===== src/rtl/core/fipa_pkg.sv =====
// Shared types and constants of the free index pool allocator.
package fipa_pkg;

	localparam int IDX_W = 8;
	localparam int CNT_W = 9;

	localparam logic [CNT_W-1:0] CAP_RESET = 9'd256;

	typedef enum logic [1:0] {
		OP_ALLOC    = 2'd0,
		OP_FREE     = 2'd1,
		OP_FREE_ALL = 2'd2
	} op_t;

	typedef enum logic [1:0] {
		ST_OK    = 2'd0,
		ST_EMPTY = 2'd1,
		ST_RANGE = 2'd2,
		ST_FULL  = 2'd3
	} status_t;

endpackage


===== src/rtl/core/fipa_free_list.sv =====
// Free list storage: one write port, one registered read port.
module fipa_free_list #(
	parameter int DEPTH = 256,
	parameter int AW    = 8
) (
	input  logic                      clk,
	input  logic                      we,
	input  logic [AW-1:0]             waddr,
	input  logic [fipa_pkg::IDX_W-1:0] wdata,
	input  logic                      re,
	input  logic [AW-1:0]             raddr,
	output logic [fipa_pkg::IDX_W-1:0] rdata
);
	import fipa_pkg::*;

	logic [IDX_W-1:0] mem_q [DEPTH];
	logic [IDX_W-1:0] rdata_q;

	always_ff @(posedge clk) begin
		if (we) begin
			mem_q[waddr] <= wdata;
		end
		if (re) begin
			rdata_q <= mem_q[raddr];
		end
	end

	assign rdata = rdata_q;

endmodule


===== src/rtl/core/free_index_pool_allocator_top.sv =====
// Top level of the free index pool allocator: stack control, result stage, output register.
//
// Takes one request per cycle unless the output stalls; its result passes through the result stage
// into the output register, and a finished result waiting there does not stop one more request
// from entering the result stage.
// The registered read port of the free-list memory sets the extra stage; a pop reads the entry
// below the top pointer as the request is taken. Free-all writes no memory entry: a
// low-water mark records how far the stack has dropped since the last refill, and an entry
// below that mark reads as its refill value (refill capacity - 1 - position) instead of from the
// memory, so no clearing pass runs after reset or free-all. Allocation pops the most recently
// freed index; after reset or free-all index 0 comes out first. A new capacity applies fully at
// the next free-all.
module free_index_pool_allocator_top #(
	parameter int MAX_ENTRIES = 256
) (
	input  logic                       clk,
	input  logic                       arst_n,
	input  logic                       in_valid,
	output logic                       in_ready,
	input  logic [1:0]                 operation,
	input  logic [fipa_pkg::IDX_W-1:0] index,
	output logic                       out_valid,
	input  logic                       out_ready,
	output logic [fipa_pkg::IDX_W-1:0] granted_index,
	output logic [1:0]                 status,
	output logic [fipa_pkg::CNT_W-1:0] free_count,
	input  logic                       cfg_valid,
	output logic                       cfg_ready,
	input  logic [fipa_pkg::CNT_W-1:0] capacity
);
	import fipa_pkg::*;

	localparam int LIM = (MAX_ENTRIES < 256) ? MAX_ENTRIES : 256;
	localparam int AW  = $clog2(LIM);
	localparam logic [CNT_W-1:0] LIM_C = CNT_W'(LIM);

	logic [CNT_W-1:0] capacity_q;
	logic [CNT_W-1:0] top_q;
	logic [CNT_W-1:0] lw_q;
	logic [CNT_W-1:0] fill_q;

	logic [CNT_W-1:0] cap;
	logic [CNT_W-1:0] top_m1;
	logic [CNT_W-1:0] top_n;
	logic [CNT_W-1:0] lw_n;
	logic [CNT_W-1:0] fill_n;
	logic [CNT_W-1:0] refill_diff;
	status_t          st_c;
	logic             pop_ok_c;
	logic             use_mem_c;
	logic             we_c;
	logic             re_c;
	logic             accept;
	logic             adv;
	logic [IDX_W-1:0] rdata;

	logic             valid_s1;
	status_t          status_s1;
	logic             pop_ok_s1;
	logic             use_mem_s1;
	logic [IDX_W-1:0] rst_val_s1;
	logic [CNT_W-1:0] count_s1;

	logic             out_valid_q;
	logic [IDX_W-1:0] granted_q;
	status_t          status_q;
	logic [CNT_W-1:0] count_q;

	// saturate the capacity register to 1 .. LIM
	always_comb begin
		cap = capacity_q;
		if (capacity_q == '0) begin
			cap = CNT_W'(1);
		end else if (capacity_q > LIM_C) begin
			cap = LIM_C;
		end
	end

	assign top_m1      = top_q - CNT_W'(1);
	assign refill_diff = fill_q - top_q;

	always_comb begin
		top_n     = top_q;
		lw_n      = lw_q;
		fill_n    = fill_q;
		st_c      = ST_OK;
		pop_ok_c  = 1'b0;
		use_mem_c = 1'b0;
		we_c      = 1'b0;
		re_c      = 1'b0;
		case (operation)
			OP_ALLOC: begin
				if (top_q == '0) begin
					st_c = ST_EMPTY;
				end else begin
					top_n     = top_m1;
					re_c      = 1'b1;
					pop_ok_c  = 1'b1;
					// entry untouched since refill unless the stack dropped to it before
					use_mem_c = (top_m1 >= lw_q);
					if (top_m1 < lw_q) begin
						lw_n = top_m1;
					end
				end
			end
			OP_FREE: begin
				if ({1'b0, index} >= cap) begin
					st_c = ST_RANGE;
				end else if (top_q >= cap) begin
					st_c = ST_FULL;
				end else begin
					we_c  = 1'b1;
					top_n = top_q + CNT_W'(1);
				end
			end
			OP_FREE_ALL: begin
				top_n  = cap;
				lw_n   = cap;
				fill_n = cap;
			end
			default: begin
			end
		endcase
	end

	assign adv      = valid_s1 && (!out_valid_q || out_ready);
	assign in_ready = !valid_s1 || adv;
	assign accept   = in_valid && in_ready;
	assign cfg_ready = 1'b1;

	fipa_free_list #(
		.DEPTH (LIM),
		.AW    (AW)
	) u_free_list (
		.clk   (clk),
		.we    (accept && we_c),
		.waddr (top_q[AW-1:0]),
		.wdata (index),
		.re    (accept && re_c),
		.raddr (top_m1[AW-1:0]),
		.rdata (rdata)
	);

	always_ff @(posedge clk or negedge arst_n) begin
		if (!arst_n) begin
			capacity_q <= CAP_RESET;
			top_q      <= LIM_C;
			lw_q       <= LIM_C;
			fill_q     <= LIM_C;
		end else begin
			if (cfg_valid && cfg_ready) begin
				capacity_q <= capacity;
			end
			if (accept) begin
				top_q  <= top_n;
				lw_q   <= lw_n;
				fill_q <= fill_n;
			end
		end
	end

	always_ff @(posedge clk or negedge arst_n) begin
		if (!arst_n) begin
			valid_s1 <= 1'b0;
		end else if (accept) begin
			valid_s1 <= 1'b1;
		end else if (adv) begin
			valid_s1 <= 1'b0;
		end
	end

	// request stage waits here for the memory read data
	always_ff @(posedge clk) begin
		if (accept) begin
			status_s1  <= st_c;
			pop_ok_s1  <= pop_ok_c;
			use_mem_s1 <= use_mem_c;
			rst_val_s1 <= refill_diff[IDX_W-1:0];
			count_s1   <= top_n;
		end
	end

	always_ff @(posedge clk or negedge arst_n) begin
		if (!arst_n) begin
			out_valid_q <= 1'b0;
		end else if (adv) begin
			out_valid_q <= 1'b1;
		end else if (out_ready) begin
			out_valid_q <= 1'b0;
		end
	end

	always_ff @(posedge clk) begin
		if (adv) begin
			granted_q <= pop_ok_s1 ? (use_mem_s1 ? rdata : rst_val_s1) : '0;
			status_q  <= status_s1;
			count_q   <= count_s1;
		end
	end

	assign out_valid     = out_valid_q;
	assign granted_index = granted_q;
	assign status        = status_q;
	assign free_count    = count_q;

	a_top_bound: assert property (@(posedge clk) disable iff (!arst_n)
		top_q <= LIM_C)
		else $error("free list top beyond storage depth");

	a_mark_bound: assert property (@(posedge clk) disable iff (!arst_n)
		lw_q <= fill_q)
		else $error("low-water mark above refill capacity");

	a_accept_stage: assert property (@(posedge clk) disable iff (!arst_n)
		accept |=> valid_s1)
		else $error("accepted request did not reach the result stage");

	a_stage_hold: assert property (@(posedge clk) disable iff (!arst_n)
		valid_s1 && out_valid_q && !out_ready |=> valid_s1)
		else $error("pending request dropped while output stalled");

	a_grant_zero: assert property (@(posedge clk) disable iff (!arst_n)
		out_valid_q && status_q != ST_OK |-> granted_q == '0)
		else $error("rejected request returned a nonzero index");

endmodule


===== config.mk =====
export PLATFORM = sky130hd
export DESIGN_NAME = free_index_pool_allocator_top
export DESIGN_NICKNAME = d
export VERILOG_FILES = /design/src/rtl/core/fipa_pkg.sv /design/src/rtl/core/fipa_free_list.sv /design/src/rtl/core/free_index_pool_allocator_top.sv
export SDC_FILE = /design/constraint.sdc
export NUM_CORES = 2
export LEC_CHECK = 0
export BUFFER_PORTS_ARGS = -buffer_cell sky130_fd_sc_hd__buf_2
export CORE_ASPECT_RATIO = 0.5
export CORE_UTILIZATION = 57
export CTS_CLUSTER_DIAMETER = 120
export DETAILED_ROUTE_END_ITERATION = 16
export HOLD_SLACK_MARGIN = 0.12
export PLACE_DENSITY_LB_ADDON = 0.1
export SLEW_MARGIN = 40
export SYNTH_ARGS = -nofsm -noshare
export SYNTH_HDL_FRONTEND = slang
export SYNTH_SLANG_ARGS = --single-unit

===== constraint.sdc =====
create_clock -name clk -period 5.5 [get_ports clk]
set_clock_uncertainty 0.15 [all_clocks]
set_input_delay 0.55 -clock clk [delete_from_list [all_inputs] [get_ports clk]]
set_output_delay 0.55 -clock clk [all_outputs]
set_load 0.005 [all_outputs]

-- Word-level counts from Yosys, hierarchy flattened
Memories as Yosys holds them, arrays and structs flattened. A register that Yosys moved wholly into a read port is not among the register bits.
Index checks and enable logic that the tools add are counted.
W data, S select, Z words.
- register bits after elaboration: 77
- memory bits (writable): 2048
- bits of input ports: 24
- output and inout bits: 22
- word-level logic and storage cells: 70
- memories kept: 1
- add/subtract/negate cells: 3
- $lt $le $gt $ge: 5
- equal/unequal tests: 4
- muxes and demuxes: 25
- bitwise gates (word level): 1
- reduce and logical (&&, ||, !) cells: 17
- memories (memory ; depth ; width ; rd ports ; clocked after memory_dff ; wr ports ; RTL line ; text):
    u_free_list.mem_q ; 256 ; 8 ; 1 ; 1 ; 1 ; fipa_free_list.sv:16 ; logic [IDX_W-1:0] mem_q [DEPTH];
- operators with widths (cell ; number):
    $mux W9 ; 7
    $pmux W9 S3 ; 1
    $ge A9 B9 Y1 ; 2
    $logic_not A9 Y1 ; 2
    $pmux W9 S2 ; 1
    $mux W1 ; 12
    $add A9 B1 Y9 const B ; 1
    $ge A8 B9 Y1 ; 1
    $gt A9 B9 Y1 const B ; 1
    $lt A9 B9 Y1 ; 1
    $sub A9 B1 Y9 const B ; 1
    $mux W8 ; 1
    $sub A8 B8 Y8 ; 1
    $reduce_bool A2 Y1 ; 3
    $logic_and A1 B1 Y1 ; 4
    $mux W2 ; 2
    $ne A2 B2 Y1 const B ; 2
    $pmux W2 S2 ; 1
    $reduce_and A4 Y1 ; 1
    $eq A2 B1 Y1 const B ; 1
    $eq A2 B2 Y1 const B ; 1
    $logic_not A1 Y1 ; 2
    $logic_not A2 Y1 ; 1
    $logic_or A1 B1 Y1 ; 2
    other kinds (3) ; 3

-- Depth between registers and ports, before layout
- word-level depth: 10
- gate-level depth with buffers: 20
- gate-level depth less buffers: 12

-- Cells and area by module
Synthesis repeated with hierarchy kept, for this count alone.
- cells, all modules: 4196
- area total of the unflattened synthesis: 84395.9 µm²
- modules (own cells, without submodules) (module ; times used ; cells an instance ; area an instance (µm²) ; sequential area each (µm²)):
    fipa_free_list ; 1 ; 3733 ; 79636.4 ; 61739.2
    free_index_pool_allocator_top ; 1 ; 463 ; 4759.6 ; 2130.8

-- Worst setup path after synthesis
No wires, ideal clock.
- kind: register to register
- from: register top_q[0]
- to: register lw_q[0]
- setup time: 0.125 ns
- arrival: 4.291 ns
- data required time: 5.225 ns
- slack: 0.934 ns
- cell stages (with the launch flop): 21
- path buffers: 8
- period minus slack after synthesis: 4.566 ns
- cells stage by stage: dfrtp_1 -> buf_2 -> buf_6 -> buf_6 -> buf_2 -> inv_1 -> ha_1 -> clkbuf_1 -> clkbuf_1 -> buf_1 -> inv_1 -> ha_1 -> nor2b_1 -> o21a_1 -> o21ai_0 -> nand2b_1 -> a21oi_1 -> o21ai_0 -> a31o_2 -> buf_2 -> mux2_2
- cells in the longest elaborated chain, start to end: 4
- elaborated cells on any way between the ends: 9
- those cells by class: 1 x add/sub; 1 x order compare; 2 x eq/ne; 3 x mux; 2 x reduce/logical
- ends and longest elaborated chain (element ; RTL line ; text):
    start, declared ; free_index_pool_allocator_top.sv:38 ; logic [CNT_W-1:0] top_q;
    start signal, assigned ; free_index_pool_allocator_top.sv:155 ; top_q <= top_n;
    $sub A9 B1 Y9 ; free_index_pool_allocator_top.sv:79 ; assign top_m1 = top_q - CNT_W'(1);
    $lt A9 B9 Y1 / $mux W9 (equally long branches) ; free_index_pool_allocator_top.sv:101 ; if (top_m1 < lw_q) begin
    $ne A2 B2 Y1 (no line) / $mux W9 (equally long branches) ; n/a ;
    $reduce_and A4 Y1 (no line) / $pmux W9 S2 (equally long branches) ; n/a ;
    end signal, assigned ; free_index_pool_allocator_top.sv:156 ; lw_q <= lw_n;
    end, declared ; free_index_pool_allocator_top.sv:39 ; logic [CNT_W-1:0] lw_q;
Parallel ways exist; a longest one is shown, timed or not. The select of a mux whose other input is x is not followed.
A chain may end at the register's enable or synchronous reset.

-- Worst setup path in the final report
- from: register top_q[1]
- to: register u_free_list.rdata_q[4], in the netlist u_free_list.rdata[4] (read register of u_free_list.mem_q), data pin
- cells in the longest elaborated chain, start to end: 4
- elaborated cells on any way between the ends: 5
- those cells by class: 1 x add/sub; 2 x mux; 2 x reduce/logical
- ends and longest elaborated chain (element ; RTL line ; text):
    parallel branches: the longest is 4 deep, another holds $sub A9 B1 Y9 ; n/a ;
    end, declared ; fipa_free_list.sv:17 ; logic [IDX_W-1:0] rdata_q;
Parallel ways; which one is timed is not known.

==> metrics.yaml <==
io-pin-count: 46
post-cts-setup-buffer-count: 0
cts_tree: "yes"
initial_core_util_pct: 57.5
min_period_over_period_pct: 89.9
critPathSlowestCell: "a22oi_1"
antenna_found_initial: 4
ff_latch_area_sq_um: 63900
ys_ff_latch: 2133
grt_max_degree: 122
drive_above_1_share_pct: 26.9
place.port_buffers: 44
multiInputGateArea_sq_um: 18900
grt_pass1_wl_um: 288000
rows: 99
crit_path_start_kind: "flip-flop"
synth_top_cell_area_share_pct: 75.1
p_per_area_nw_per_um2: 496
grt_usage_pct: 27.3
final_antenna_net_count: 0
grt_pass1_vias: 39948
criticalPathCategory: "flip-flop to flip-flop"
synth.largest_area_cell: "edfxtp_1"
slowest_delay_ns: 0.69
worst_pin_slew_ns: 0.903
crit_buf_inv: 2
rsz0062_at_grt: "false"
cts.clk_slew.worst_paths_ns: 0.06
syn_nets: 3855
cp.required_ns: 5.84
num-fill-cells: 9643
wire_per_inst_um: 32.7
synth-edff-count: 2096
syn_inst: 3792
dieWidth_um: 544
maxCapViolations: 0
final_cell_mix: "2096 x edfxtp_1, 640 x mux4_2, 268 x nor2_1"
power_mw: 46.1
worstHoldStart: "count_s1[1]"
async_flop_share_pct: 1.73
core_area_sq_um: 146000
hold_viol: 0
synth_area_sq_um: 83900
gp_congestion: 0.906
vias: 40006
min_path_type: "flip-flop to flip-flop"
maxSlewViolCount: 0
cts_buffers: 183
crit_path_end_kind: "flip-flop"
die_h_um: 273
overflow: 0
p_leak_nw: 28.9
routed_wl_um: 199000
drtIter0Drc: 5457
synth_area_leaders: "edfxtp_1 75%, mux4_2 17%, nor2_1 1.2%, dfrtp_1 1.0%, ha_1 0.57%"
root_buffer: "clkbuf_16"
setup_violations: 0
clock_sinks: 2133
avgSynthCellArea_sq_um: 22.1
synthDistinctLibCells: 63
finalNetCount: 4046
period_needed_ns: 4.94
synthFlopType: "edfxtp_1"
htree_levels: 4
ir_worst_vdd_v: 0.000416
status: "finished, final reports clean"
cp_max_fo: 78
ys_warn_count: 0
cp_cell_sequence: "inv_1 > ha_4 > buf_12 > mux4_2 > mux4_2 > a22oi_1 > nand2_1 > a22oi_1 > o221ai_1"
clk_path_buf_depth: 4
crit_start: "top_q[1]"
via_per_inst: 6.58
die-area_sq_um: 149000
reg2reg_from: "top_q[1]"
max-slew-margin-rel_pct: 39.8
drcViolationCount: 0
clkLatencyLatePin_ns: 0.83
cp.arrival_ns: 5.28
dp_hpwl_um: 125000
area_growth_pct: 11.0
drt_pass1_iterations: 6
ys_seq_area_share_pct: 76.2
mostFrequentLayoutCell: "edfxtp_1"
crit_family: "compound AO/OA/AOI/OAI gates"
fmax_mhz: 202
setup_tns_ns: 0
-- cell type report --
type | instances | area share [%]
Tap cell | 1969 | 2.65
Antenna cell | 1 | 0.00269
Multi-Input combinational cell | 1409 | 20.3
Clock buffer | 223 | 5.15
Timing Repair Buffer | 215 | 2.19
Clock inverter | 92 | 0.859
Inverter | 41 | 0.165
Sequential cell | 2133 | 68.6
-- routing by layer --
metal	vias up	global-route usage (%)	routed length [um]
met1	21321	40.9	82200
met3	281	6.21	19100
li1	16284	-	-
met2	2120	42.0	93400
met4	0	5.71	4170
met5	-	0	0
-- registers in the layout, indices dropped and copies added (netlist names) --
signal / cells
out_valid: 1
u_free_list.rdata: 8
valid_s1: 1
rst_val_s1: 8
u_free_list.mem_q: 2048
free_count: 9
status_s1: 2
use_mem_s1: 1
capacity_q: 9
count_s1: 9
lw_q: 9
fill_q: 8
granted_index: 8
status: 2
top_q: 9
pop_ok_s1: 1
-- report_power, final --
group	leakage [nW]	internal (mW)	switching (mW)
clock network	2.73	6.84	5.63
logic	6.91	7.21	8.26
registers	19.3	18.1	0.130
total	28.9	32.1	14.0
-- what timing repair did --
action,in CTS,in global routing
hold buffers,35,0
gates resized for setup,0,0
endpoints found under the hold margin,335,0
-- stage by stage --
stage | hold WS, ns | cell area, sq um | cells | utilization, % | setup WS [ns]
2_1_floorplan | 0.104 | 83900 | 3792 | - | 0.934
3_3_place_gp | 0.260 | 86900 | 5724 | 59.5 | 0.626
3_5_place_dp | 0.255 | 87100 | 5731 | 59.7 | 0.595
4_1_cts | 0.270 | 93000 | 6081 | 63.8 | 0.592
5_1_grt | 0.274 | 93100 | 6082 | 63.8 | 0.352
6_report | 0.269 | 93100 | 6083 | 63.8 | 0.558
-- worst paths after layout --
kind,depth (start not counted),slack [ns],to
max,9,0.56,u_free_list.rdata[4]
min reg2reg,0,0.27,free_count[1]
max in group asynchronous,4,4.24,out_valid
min in group asynchronous,3,0.55,top_q[0]
max reg2reg,9,0.56,u_free_list.rdata[4]
min,0,0.27,free_count[1]
-- Yosys cell counts (14+ instances only) --
library cell / n
a22oi_1: 40
dfrtp_1: 34
buf_6: 21
edfxtp_1: 2096
clkbuf_1: 120
mux2_2: 14
nand3_1: 27
buf_2: 56
nand2_1: 106
nor2b_1: 15
a221oi_1: 18
ha_1: 38
inv_1: 39
a22o_1: 19
a21oi_1: 35
nor2_1: 276
mux4_2: 640
and3_1: 25
o21ai_0: 34
-- cells by family after synthesis --
| logic type | count (synthesis) | synth area share [%] |
|---|---|---|
| XOR/XNOR | 15 | 0.157 |
| AO/OA/AOI/OAI | 200 | 1.67 |
| adder cells (fa/ha/maj) | 39 | 0.591 |
| flip-flops | 2133 | 76.2 |
| multiplexers | 667 | 17.5 |
| buffers and inverters | 250 | 1.42 |
| AND/OR/NAND/NOR | 487 | 2.47 |
| other | 1 | 0.00447 |
(Power assumes the default switching activity.)
